===== src/rtl/core/assert_macros.svh =====
// Assertion helpers shared by the RTL. Each macro expects clk_i and rst_ni in scope.
`ifndef ASSERT_MACROS_SVH
`define ASSERT_MACROS_SVH

// Same-cycle implication, disabled while reset is asserted.
`define RHC_ASSERT_SAME(lbl, ante, cons) \
  lbl: assert property (@(posedge clk_i) disable iff (!rst_ni) (ante) |-> (cons)) \
    else $error("assertion failed");

// Next-cycle implication, disabled while reset is asserted.
`define RHC_ASSERT_NEXT(lbl, ante, cons) \
  lbl: assert property (@(posedge clk_i) disable iff (!rst_ni) (ante) |=> (cons)) \
    else $error("assertion failed");

`endif


===== src/rtl/core/rhc_pkg.sv =====
`timescale 1ns / 1ps
package rhc_pkg;

  localparam int unsigned ChannelBits = 8;
  localparam int unsigned HueBits     = 9;
  localparam int unsigned QuoBits     = 9;
  localparam int unsigned NumBits     = ChannelBits + QuoBits;
  localparam int unsigned StepsPerStg = 3;
  localparam int unsigned DivStages   = (QuoBits + StepsPerStg - 1) / StepsPerStg;

  localparam int unsigned HueFull  = 360;
  localparam int unsigned HueGreen = 120;
  localparam int unsigned HueBlue  = 240;
  localparam int unsigned HueScale = 60;

  typedef logic [ChannelBits-1:0] chan_t;
  typedef logic [HueBits-1:0]     hue_t;
  typedef logic [NumBits-1:0]     num_t;
  typedef logic [QuoBits-1:0]     quo_t;

  typedef struct packed {
    logic [DivStages-1:0] en;
  } rhc_div_ctrl_t;

endpackage


===== src/rtl/core/rhc_if.sv =====
`timescale 1ns / 1ps
interface rhc_pix_if;
  logic                          valid;
  logic                          ready;
  logic [rhc_pkg::ChannelBits-1:0] red;
  logic [rhc_pkg::ChannelBits-1:0] green;
  logic [rhc_pkg::ChannelBits-1:0] blue;

  modport source (output valid, output red, output green, output blue, input ready);
  modport sink (input valid, input red, input green, input blue, output ready);
endinterface

interface rhc_hsv_if;
  logic                            valid;
  logic                            ready;
  logic [rhc_pkg::HueBits-1:0]     hue_degrees;
  logic [rhc_pkg::ChannelBits-1:0] saturation_level;
  logic [rhc_pkg::ChannelBits-1:0] value_level;

  modport source (output valid, output hue_degrees, output saturation_level,
                  output value_level, input ready);
  modport sink (input valid, input hue_degrees, input saturation_level,
                input value_level, output ready);
endinterface


===== src/rtl/core/rhc_div.sv =====
`timescale 1ns / 1ps
module rhc_div (
  input  logic                          clk_i,
  input  rhc_pkg::rhc_div_ctrl_t        ctrl_i,
  input  logic [rhc_pkg::NumBits-1:0]     dividend_i,
  input  logic [rhc_pkg::ChannelBits-1:0] divisor_i,
  output logic [rhc_pkg::QuoBits-1:0]     quotient_o
);
  import rhc_pkg::*;

  num_t  rem_q [DivStages];
  quo_t  quo_q [DivStages];
  chan_t div_q [DivStages];

  num_t  src_rem [DivStages];
  quo_t  src_quo [DivStages];
  chan_t src_div [DivStages];
  num_t  rem_d   [DivStages];
  quo_t  quo_d   [DivStages];

  always_comb begin
    num_t trial;
    num_t rem_w;
    quo_t quo_w;
    int   bit_idx;
    trial      = '0;
    src_rem[0] = dividend_i;
    src_quo[0] = '0;
    src_div[0] = divisor_i;
    for (int s = 1; s < DivStages; s++) begin
      src_rem[s] = rem_q[s-1];
      src_quo[s] = quo_q[s-1];
      src_div[s] = div_q[s-1];
    end
    for (int s = 0; s < DivStages; s++) begin
      rem_w = src_rem[s];
      quo_w = src_quo[s];
      for (int k = 0; k < StepsPerStg; k++) begin
        bit_idx = QuoBits - 1 - (s * StepsPerStg + k);
        if (bit_idx >= 0) begin
          trial = NumBits'(src_div[s]) << bit_idx;
          if (rem_w >= trial) begin
            rem_w = rem_w - trial;
            quo_w = quo_w | (QuoBits'(1) << bit_idx);
          end
        end
      end
      rem_d[s] = rem_w;
      quo_d[s] = quo_w;
    end
  end

  always_ff @(posedge clk_i) begin
    for (int s = 0; s < DivStages; s++) begin
      if (ctrl_i.en[s]) begin
        rem_q[s] <= rem_d[s];
        quo_q[s] <= quo_d[s];
        div_q[s] <= src_div[s];
      end
    end
  end

  assign quotient_o = quo_q[DivStages-1];

endmodule


===== src/rtl/core/rgb_to_hsv_converter_top.sv =====
`timescale 1ns / 1ps
// RGB to HSV pixel converter.
// Pixels arrive on pix_i (red, green, blue, one channel width each) and results
// leave on hsv_o (hue in whole degrees, saturation and value). Both channels use
// a valid/ready handshake; a transfer happens on a rising edge with both high.
// One pixel may be transferred in every cycle while hsv_o.ready is high, so the
// sustained rate is one pixel per clock. The pipeline has six register stages:
// input capture, max/min and sector selection, numerator forming, then three
// stages of a restoring divider that resolve three quotient bits each for hue
// and saturation in parallel. A result is offered once its pixel has passed
// through every stage.
// Each stage advances when it is empty or when the stage after it advances, so a
// stalled receiver fills the pipeline from the output backwards and pix_i.ready
// falls only once every stage holds a pixel; bubbles are squeezed out meanwhile.
// Reset clears all stage valid bits, so no result is offered until new pixels
// arrive; the data registers are not reset.
module rgb_to_hsv_converter_top (
  input  logic clk_i,
  input  logic rst_ni,
  rhc_pix_if.sink   pix_i,
  rhc_hsv_if.source hsv_o
);
  import rhc_pkg::*;
  `include "assert_macros.svh"

  typedef enum logic [1:0] {
    SEC_RED,
    SEC_GREEN,
    SEC_BLUE
  } sector_e;

  localparam int unsigned NumStages = 3 + DivStages;
  localparam int unsigned SgnBits   = NumBits + 1;

  logic [NumStages-1:0] v_q;
  logic [NumStages-1:0] en;

  chan_t s0_r_q, s0_g_q, s0_b_q;

  chan_t   s1_mx_q, s1_d_q;
  logic signed [ChannelBits:0] s1_diff_q;
  sector_e s1_sec_q;
  chan_t   s1_mx_d, s1_d_d, s1_mn_d;
  logic signed [ChannelBits:0] s1_diff_d;
  sector_e s1_sec_d;

  num_t  s2_hnum_q, s2_snum_q;
  chan_t s2_hdiv_q, s2_sdiv_q, s2_mx_q;
  num_t  s2_hnum_d, s2_snum_d;
  chan_t s2_hdiv_d, s2_sdiv_d;

  chan_t val_q [DivStages];

  logic signed [SgnBits-1:0] scaled;
  num_t          off_d;
  logic [HueBits-1:0] off;

  quo_t          hue_quo, sat_quo;
  rhc_div_ctrl_t div_ctrl;

  always_comb begin
    en[NumStages-1] = !v_q[NumStages-1] || hsv_o.ready;
    for (int k = NumStages - 2; k >= 0; k--) begin
      en[k] = !v_q[k] || en[k+1];
    end
  end

  assign pix_i.ready = en[0];
  assign div_ctrl.en = en[NumStages-1:3];

  always_ff @(posedge clk_i or negedge rst_ni) begin
    if (!rst_ni) begin
      v_q <= '0;
    end else begin
      if (en[0]) begin
        v_q[0] <= pix_i.valid;
      end
      for (int k = 1; k < NumStages; k++) begin
        if (en[k]) begin
          v_q[k] <= v_q[k-1];
        end
      end
    end
  end

  always_comb begin
    if (s0_b_q >= s0_r_q && s0_b_q >= s0_g_q) begin
      s1_sec_d  = SEC_BLUE;
      s1_mx_d   = s0_b_q;
      s1_diff_d = $signed({1'b0, s0_r_q}) - $signed({1'b0, s0_g_q});
    end else if (s0_g_q >= s0_r_q) begin
      s1_sec_d  = SEC_GREEN;
      s1_mx_d   = s0_g_q;
      s1_diff_d = $signed({1'b0, s0_b_q}) - $signed({1'b0, s0_r_q});
    end else begin
      s1_sec_d  = SEC_RED;
      s1_mx_d   = s0_r_q;
      s1_diff_d = $signed({1'b0, s0_g_q}) - $signed({1'b0, s0_b_q});
    end
    s1_mn_d = (s0_r_q < s0_g_q) ? s0_r_q : s0_g_q;
    if (s0_b_q < s1_mn_d) begin
      s1_mn_d = s0_b_q;
    end
    s1_d_d = s1_mx_d - s1_mn_d;
  end

  always_comb begin
    unique case (s1_sec_q)
      SEC_BLUE:  off = HueBits'(HueBlue);
      SEC_GREEN: off = HueBits'(HueGreen);
      SEC_RED:   off = s1_diff_q[ChannelBits] ? HueBits'(HueFull) : '0;
      default:   off = '0;
    endcase
    scaled = SgnBits'(SgnBits'(s1_diff_q) * SgnBits'(HueScale));
    off_d  = NumBits'(NumBits'(s1_d_q) * NumBits'(off));
    if (s1_d_q == '0) begin
      s2_hnum_d = '0;
      s2_hdiv_d = ChannelBits'(1);
    end else begin
      s2_hnum_d = NumBits'(scaled + $signed({1'b0, off_d}));
      s2_hdiv_d = s1_d_q;
    end
    s2_snum_d = (NumBits'(s1_d_q) << ChannelBits) - NumBits'(s1_d_q);
    s2_sdiv_d = (s1_mx_q == '0) ? ChannelBits'(1) : s1_mx_q;
  end

  always_ff @(posedge clk_i) begin
    if (en[0]) begin
      s0_r_q <= pix_i.red;
      s0_g_q <= pix_i.green;
      s0_b_q <= pix_i.blue;
    end
    if (en[1]) begin
      s1_mx_q   <= s1_mx_d;
      s1_d_q    <= s1_d_d;
      s1_diff_q <= s1_diff_d;
      s1_sec_q  <= s1_sec_d;
    end
    if (en[2]) begin
      s2_hnum_q <= s2_hnum_d;
      s2_hdiv_q <= s2_hdiv_d;
      s2_snum_q <= s2_snum_d;
      s2_sdiv_q <= s2_sdiv_d;
      s2_mx_q   <= s1_mx_q;
    end
    if (en[3]) begin
      val_q[0] <= s2_mx_q;
    end
    for (int s = 1; s < DivStages; s++) begin
      if (en[3+s]) begin
        val_q[s] <= val_q[s-1];
      end
    end
  end

  rhc_div u_hue_div (
    .clk_i      (clk_i),
    .ctrl_i     (div_ctrl),
    .dividend_i (s2_hnum_q),
    .divisor_i  (s2_hdiv_q),
    .quotient_o (hue_quo)
  );

  rhc_div u_sat_div (
    .clk_i      (clk_i),
    .ctrl_i     (div_ctrl),
    .dividend_i (s2_snum_q),
    .divisor_i  (s2_sdiv_q),
    .quotient_o (sat_quo)
  );

  assign hsv_o.valid            = v_q[NumStages-1];
  assign hsv_o.hue_degrees      = HueBits'(hue_quo);
  assign hsv_o.saturation_level = sat_quo[ChannelBits-1:0];
  assign hsv_o.value_level      = val_q[DivStages-1];

  `RHC_ASSERT_SAME(a_hue_range, hsv_o.valid, hsv_o.hue_degrees < HueBits'(HueFull))
  `RHC_ASSERT_SAME(a_black_unsat, hsv_o.valid && hsv_o.value_level == '0,
                   hsv_o.saturation_level == '0)
  `RHC_ASSERT_SAME(a_grey_hue, hsv_o.valid && hsv_o.saturation_level == '0,
                   hsv_o.hue_degrees == '0)
  `RHC_ASSERT_SAME(a_empty_ready, v_q == '0, pix_i.ready)
  `RHC_ASSERT_NEXT(a_stall_full, !hsv_o.ready && v_q == '1, v_q == '1)

endmodule

===== src/flat_wrapper.sv =====
// flat-port wrapper written by rule: the top's interface ports become plain ports
module rgb_to_hsv_converter_top_flat import rhc_pkg::*;
  (clk_i, rst_ni, pix_i_valid, pix_i_red, pix_i_green, pix_i_blue, pix_i_ready, hsv_o_valid, hsv_o_hue_degrees, hsv_o_saturation_level, hsv_o_value_level, hsv_o_ready);
  rhc_pix_if pix_i_i ();
  rhc_hsv_if hsv_o_i ();
  input  logic clk_i;
  input  logic rst_ni;
  input wire logic [$bits(pix_i_i.valid)-1:0] pix_i_valid;
  input wire logic [$bits(pix_i_i.red)-1:0] pix_i_red;
  input wire logic [$bits(pix_i_i.green)-1:0] pix_i_green;
  input wire logic [$bits(pix_i_i.blue)-1:0] pix_i_blue;
  output wire logic [$bits(pix_i_i.ready)-1:0] pix_i_ready;
  output wire logic [$bits(hsv_o_i.valid)-1:0] hsv_o_valid;
  output wire logic [$bits(hsv_o_i.hue_degrees)-1:0] hsv_o_hue_degrees;
  output wire logic [$bits(hsv_o_i.saturation_level)-1:0] hsv_o_saturation_level;
  output wire logic [$bits(hsv_o_i.value_level)-1:0] hsv_o_value_level;
  input wire logic [$bits(hsv_o_i.ready)-1:0] hsv_o_ready;
  assign pix_i_i.valid = pix_i_valid;
  assign pix_i_i.red = pix_i_red;
  assign pix_i_i.green = pix_i_green;
  assign pix_i_i.blue = pix_i_blue;
  assign pix_i_ready = pix_i_i.ready;
  assign hsv_o_valid = hsv_o_i.valid;
  assign hsv_o_hue_degrees = hsv_o_i.hue_degrees;
  assign hsv_o_saturation_level = hsv_o_i.saturation_level;
  assign hsv_o_value_level = hsv_o_i.value_level;
  assign hsv_o_i.ready = hsv_o_ready;
  rgb_to_hsv_converter_top u_core (.clk_i(clk_i), .rst_ni(rst_ni), .pix_i(pix_i_i), .hsv_o(hsv_o_i));
endmodule

===== config.mk =====
export PLATFORM = sky130hd
export DESIGN_NAME = rgb_to_hsv_converter_top_flat
export DESIGN_NICKNAME = d
export VERILOG_FILES = /design/src/rtl/core/rhc_pkg.sv /design/src/rtl/core/rhc_if.sv /design/src/rtl/core/rhc_div.sv /design/src/rtl/core/rgb_to_hsv_converter_top.sv /design/src/flat_wrapper.sv
export VERILOG_INCLUDE_DIRS = /design/src /design/src/rtl/core
export SDC_FILE = /design/constraint.sdc
export NUM_CORES = 1
export LEC_CHECK = 0
export BUFFER_PORTS_ARGS = -buffer_cell sky130_fd_sc_hd__buf_4
export CAP_MARGIN = 10
export CELL_PAD_IN_SITES_DETAIL_PLACEMENT = 1
export CELL_PAD_IN_SITES_GLOBAL_PLACEMENT = 2
export CORE_ASPECT_RATIO = 0.6
export CORE_MARGIN = 4
export CORE_UTILIZATION = 42
export CTS_CLUSTER_DIAMETER = 30
export DETAILED_ROUTE_END_ITERATION = 10
export HOLD_SLACK_MARGIN = 0.15
export PLACE_DENSITY = 0.8
export SLEW_MARGIN = 40
export SYNTH_ARGS = -nofsm -noshare
export SYNTH_HDL_FRONTEND = slang
export SYNTH_SLANG_ARGS = --single-unit

===== constraint.sdc =====
create_clock -name clk_i -period 9.36 [get_ports clk_i]
set_clock_uncertainty 0.05 [all_clocks]
set_input_delay 1.404 -clock clk_i [delete_from_list [all_inputs] [get_ports clk_i]]
set_output_delay 1.404 -clock clk_i [all_outputs]
set_load 0.02 [all_outputs]

# Word-level counts from Yosys, hierarchy flattened
# Memories as Yosys holds them, arrays and structs flattened.
# Index checks and enable logic that the tools add are counted.
dict set report word_totals {
  input_bits 28
  regBits 115
  mem_count 7
  elab_cells 143
  out_inout_bits 27
  ramBits 228
}
dict set report op_classes {
  add_sub_neg 24
  n_eq_ne 2
  n_mul 2
  order_cmp 23
  n_mux 51
  n_reduce_logical 16
}
# memory depth width rd rd_ports_with_merged_regs write_ports line
set memory_table {}
lappend memory_table {u_core.u_hue_div.rem_q 3 17 2 0 3 rhc_div.sv:11} ;# num_t rem_q [DivStages];
lappend memory_table {u_core.u_sat_div.rem_q 3 17 2 0 3 rhc_div.sv:11}
lappend memory_table {u_core.u_hue_div.quo_q 3 9 3 0 3 rhc_div.sv:12} ;# quo_t quo_q [DivStages];
lappend memory_table {u_core.u_sat_div.quo_q 3 9 3 0 3 rhc_div.sv:12}
lappend memory_table {u_core.u_hue_div.div_q 3 8 2 0 3 rhc_div.sv:13} ;# chan_t div_q [DivStages];
lappend memory_table {u_core.u_sat_div.div_q 3 8 2 0 3 rhc_div.sv:13}
lappend memory_table {{+1 memories} n/a n/a n/a n/a n/a n/a}
# operator n
set ops {}
lappend ops {{$mux 17} 18}
lappend ops {{$mux 8} 6}
lappend ops {{$mux 9} 5}
lappend ops {{$ge 17x10->1} 2}
lappend ops {{$ge 17x11->1} 2}
lappend ops {{$ge 17x12->1} 2}
lappend ops {{$ge 17x13->1} 2}
lappend ops {{$ge 17x14->1} 2}
lappend ops {{$ge 17x15->1} 2}
lappend ops {{$ge 17x16->1} 2}
lappend ops {{$ge 17x8->1} 2}
lappend ops {{$ge 17x9->1} 2}
lappend ops {{$sub 17x10->17} 2}
lappend ops {{$sub 17x11->17} 2}
lappend ops {{$sub 17x12->17} 2}
lappend ops {{$sub 17x13->17} 2}
lappend ops {{$sub 17x14->17} 2}
lappend ops {{$sub 17x15->17} 2}
lappend ops {{$sub 17x16->17} 2}
lappend ops {{$sub 17x8->17} 2}
lappend ops {{$sub 17x9->17} 2}
lappend ops {{$pmux 9 s3} 1}
lappend ops {{$sub 8x8->9} 3}
lappend ops {{$ge 8x8->1} 3}
lappend ops {{20 further kinds} 46}

# Depth between registers and ports, before layout
dict set report logic_depth {
  word_depth 7
  mapped_depth 34
  mapped_depth_nobuf 31
}

# Modules after synthesis
# A second synthesis with hierarchy kept.
dict set report unflattened {
  cells_unflattened 2337
  hier_area_um2 22902.0
}
# mod cells_each area_each_um2 instances seq_area_each_um2
set by_module_without_submodules {}
lappend by_module_without_submodules {rgb_to_hsv_converter_top 870 9509.1 1 4083.9}
lappend by_module_without_submodules {{rhc_div at u_core.u_hue_div} 727 6727.7 1 2042.0}
lappend by_module_without_submodules {{rhc_div at u_core.u_sat_div} 740 6665.1 1 2042.0}

# Worst setup path before layout
# OpenSTA, ideal clock, no wires.
dict set report synth_path {
  kind {register to register}
  from {memory u_core.u_sat_div.rem_q[0][5] in the netlist's numbering}
  to {memory u_core.u_sat_div.rem_q[0][22] in the netlist's numbering (data pin)}
  path_slack_ns 2.026
  path_stages_with_launch 34
  path_buffers 3
  setup_time_ns 0.260
  required_ns 9.050
  arrival_ns 7.023
  synth_period_minus_slack_ns 7.334
  cell_sequence {edfxtp_1 inv_1 ha_1 inv_1 fa_1 a211o_1 a211o_1 nand2_1 and2_1 buf_6 clkinv_4 o21ai_0 inv_1 ha_1 nor2b_1 o31a_1 o21ai_0 a31o_2 nand4_1 nor4_2 clkbuf_1 mux2i_1 fa_1 nand2_1 nand2_1 a21oi_1 o21bai_1 a21oi_1 nor2_1 a211oi_1 nand3_1 or3_4 buf_6 mux2_4}
}
# item line
set synth_lines {}
lappend synth_lines {{start: declaration} rhc_div.sv:11}

==> results by group <==
Critical path
  • Crit Path Category: reg2reg
  • Startpoint Class: flop
  • Crit path required time: 9670 ps
  • Cell family with most CP delay: compound AO/OA/AOI/OAI gates
  • Critical path arrival: 8340 ps
  • Cell depth of the worst setup path: 31
  • CP peak stage delay: 530 ps
  • Critical Path Fanout Max: 13
  • Worst Path Buf+Inv: 5
  • R2R depth: 31
  • Slowest cell on the critical path: or3_4
  • CP endpoint kind: flop

Global routing
  • Gr ovfl total: 0
  • Largest net degree at the start of global routing: 69
  • GR Util All Layers: 0.2244
  • First-pass GRT wire length: 102,700 um
  • Initial antenna violation count: 1
  • Vias in the first global route: 17,980

Clock tree
  • CTS tree: built
  • Max clock buf depth: 3
  • CTS Root Cell: clkbuf_16
  • Cts bufs inserted: 56
  • Hold_buf cts: 0
  • Post-CTS resize count: 0
  • Worst-skew pair later-pin latency: 610 ps
  • Number of buffers inserted by post-CTS setup repair: 0
  • Worst-path clk slew: 50 ps
  • H-Tree Depth: 2
  • Total clock sinks: 266

Final layout
  • Fill count: 5,841
  • P&R area growth vs syn: 14.17%
  • Layout Nets: 2,697
  • Layout cells sized above 1: 0.1104
  • Post-Layout Inst Area: 25,710 um^2
  • Diode count: 0

Run
  • Max_cap viols: 0

Drt
  • DR pass1 iterations: 5
  • ANT nets after route: 0
  • Detailed Route Iter0 Violations: 1,031
  • WL final: 64,530 um
  • Via density: 5.581
  • DRC errors left: 0
  • Vias: 17,370
  • DR WL/cell: 20.73 um

Placed design
  • DP Area: 23,700 um^2
  • I/O Buffers: 54
  • Hpwl dp: 50,780 um
  • Gpl congestion: 0.8683

STA
  • Final Max Slew Viols: 0
  • Final setup violation count: 0
  • Period utilization: 0.8577
  • Worst-Margin Slew: 838.0 ps
  • Setup TNS: 0 ps
  • Minimum clock period: 8028 ps
  • Endpoints failing hold: 0
  • Max Fclk: 124.6 MHz
  • Slew margin rel.: 0.4376
  • Unrepaired setup endpoints after global routing: false

Synthesis
  • Area leader, netlist: edfxtp_1
  • Post-synth ARST share: 0.02256
  • Post-synth EDFFs: 260
  • Commonest register cell after synthesis: edfxtp_1
  • Syn avg cell area: 9.832 um^2
  • Cell with the most instances after synthesis: edfxtp_1
  • Synth cell count leaders: edfxtp_1 (260), inv_1 (240), ha_1 (236)
  • Number of synthesized register bits: 266
  • Synth cell types: 101
  • Sequential share of the synthesized area: 0.3534
  • Mapped Cells: 2,290
  • Yosys Warn Count: 0
  • Post-Syn Nets: 2,625
  • Netlist area before placement: 22,520 um^2
  • Synth area leaders: edfxtp_1 (35%), ha_1 (13%), fa_1 (6.3%)
  • Area share of the largest cell type after synthesis: 0.3468

Floorplanning
  • Total core area: 52,780 um^2
  • Die ar.: 57,500 um^2
  • Die Y: 187.3 um
  • I/O Pins: 55
  • Starting Density: 0.4266
  • Row count: 65
  • Die span in x: 306.9 um

Min path
  • Hold path depth: 0
  • Hold Path Class: reg2reg

Outcome
  • Outcome: finished, final reports clean
[cell families (layout without fill, tap and decap cells)]
group	after synthesis	in the layout	share of synthesized area
and+or+nand+nor	660	660	0.1508
xor gates and xnor gates	141	141	0.05485
buffers and inverters	299	419	0.05263
AOI/OAI and AO/OA	536	536	0.1540
DFF	266	266	0.3534
adders and majority gates	307	307	0.1943
other	1	1	0.0001666
muxes	80	80	0.03984
[final cells by class]
| class | instances | area (um^2) | share of cell area |
|---|---|---|---|
| Inverter | 243 | 919.6 | 0.03578 |
| Tap cell | 703 | 879.6 | 0.03422 |
| Multi-Input combinational cell | 1725 | 13430 | 0.5226 |
| Timing Repair Buffer | 70 | 526.8 | 0.02049 |
| Sequential cell | 266 | 7958 | 0.3096 |
| Clock buffer | 56 | 1401 | 0.05451 |
| Clock inverter | 50 | 588.1 | 0.02288 |
[stage by stage]
stage	std cells	hold WS (ps)	utilization	worst slack, ps
after detailed placement	3006	355.7	0.4489	1168
after global routing	3113	366.0	0.4870	657.9
after floorplan	2290	350.3	-	2026
final	3113	361.9	0.4870	1332
after global placement	3006	350.9	0.4487	1413
after CTS	3112	361.6	0.4866	1131
[cell usage in the layout (no fill, tap or decap), types with 10 or more instances in the layout]
master	Yosys	layout
or3_1	13	13
and2_1	29	29
nor4_1	11	11
o21a_1	36	36
xor2_1	54	54
mux2i_1	27	26
inv_6	0	13
a21o_1	58	58
a21boi_0	21	21
ha_1	236	236
a21oi_1	140	140
or2_2	15	15
nand4_1	29	29
a211o_1	12	12
o21ai_1	11	10
xnor2_1	87	87
nand2_1	162	161
nor2_1	167	165
clkbuf_16	0	56
buf_4	10	68
edfxtp_1	260	260
mux2_2	34	34
mux2_1	10	10
fa_1	71	71
nand2b_1	39	39
nor2b_1	53	53
inv_1	240	239
nand3_1	22	21
nor3_1	53	51
a211oi_1	22	21
o31ai_1	12	11
o21ai_0	129	129
[registers in the layout, summed over array words and instances (netlist names), 9 cells and up]
register and count:
u_core.u_sat_div.div_q 16, u_core.s2_snum_q 17, u_core.u_hue_div.rem_q 30, u_core.u_sat_div.quo_q 15, u_core.u_hue_div.quo_q 18, u_core.val_q 24
u_core.u_hue_div.div_q 16, u_core.s2_hnum_q 15, u_core.u_sat_div.rem_q 34, u_core.s1_diff_q 9
[final timing paths]
kind | start | end | slack, ps
setup / recovery | u_core.u_sat_div.rem_q[0][5]$_DFFE_PP_ | u_core.u_sat_div.rem_q[0][21]$_DFFE_PP_ | 1330
hold / removal | u_core.val_q[0][13]$_DFFE_PP_ | u_core.val_q[0][21]$_DFFE_PP_ | 360
setup reg to reg | u_core.u_sat_div.rem_q[0][5]$_DFFE_PP_ | u_core.u_sat_div.rem_q[0][21]$_DFFE_PP_ | 1330
hold reg to reg | u_core.val_q[0][13]$_DFFE_PP_ | u_core.val_q[0][21]$_DFFE_PP_ | 360
max in group asynchronous | rst_ni | u_core.v_q[5]$_DFFE_PN0P_ | 8580
min in group asynchronous | rst_ni | u_core.v_q[0]$_DFFE_PN0P_ | 550
[per-layer routing]
metal,part of all wire,GRT usage,vias up
met5,0,0,-
met4,0.016,0.04758,0
met3,0.041,0.02807,71
met2,0.41,0.3231,312
met1,0.54,0.3574,8599
li1,-,-,8392
Power is not shown: default switching activity piles up to over one toggle a cycle in this logic, so the estimate is an artifact.
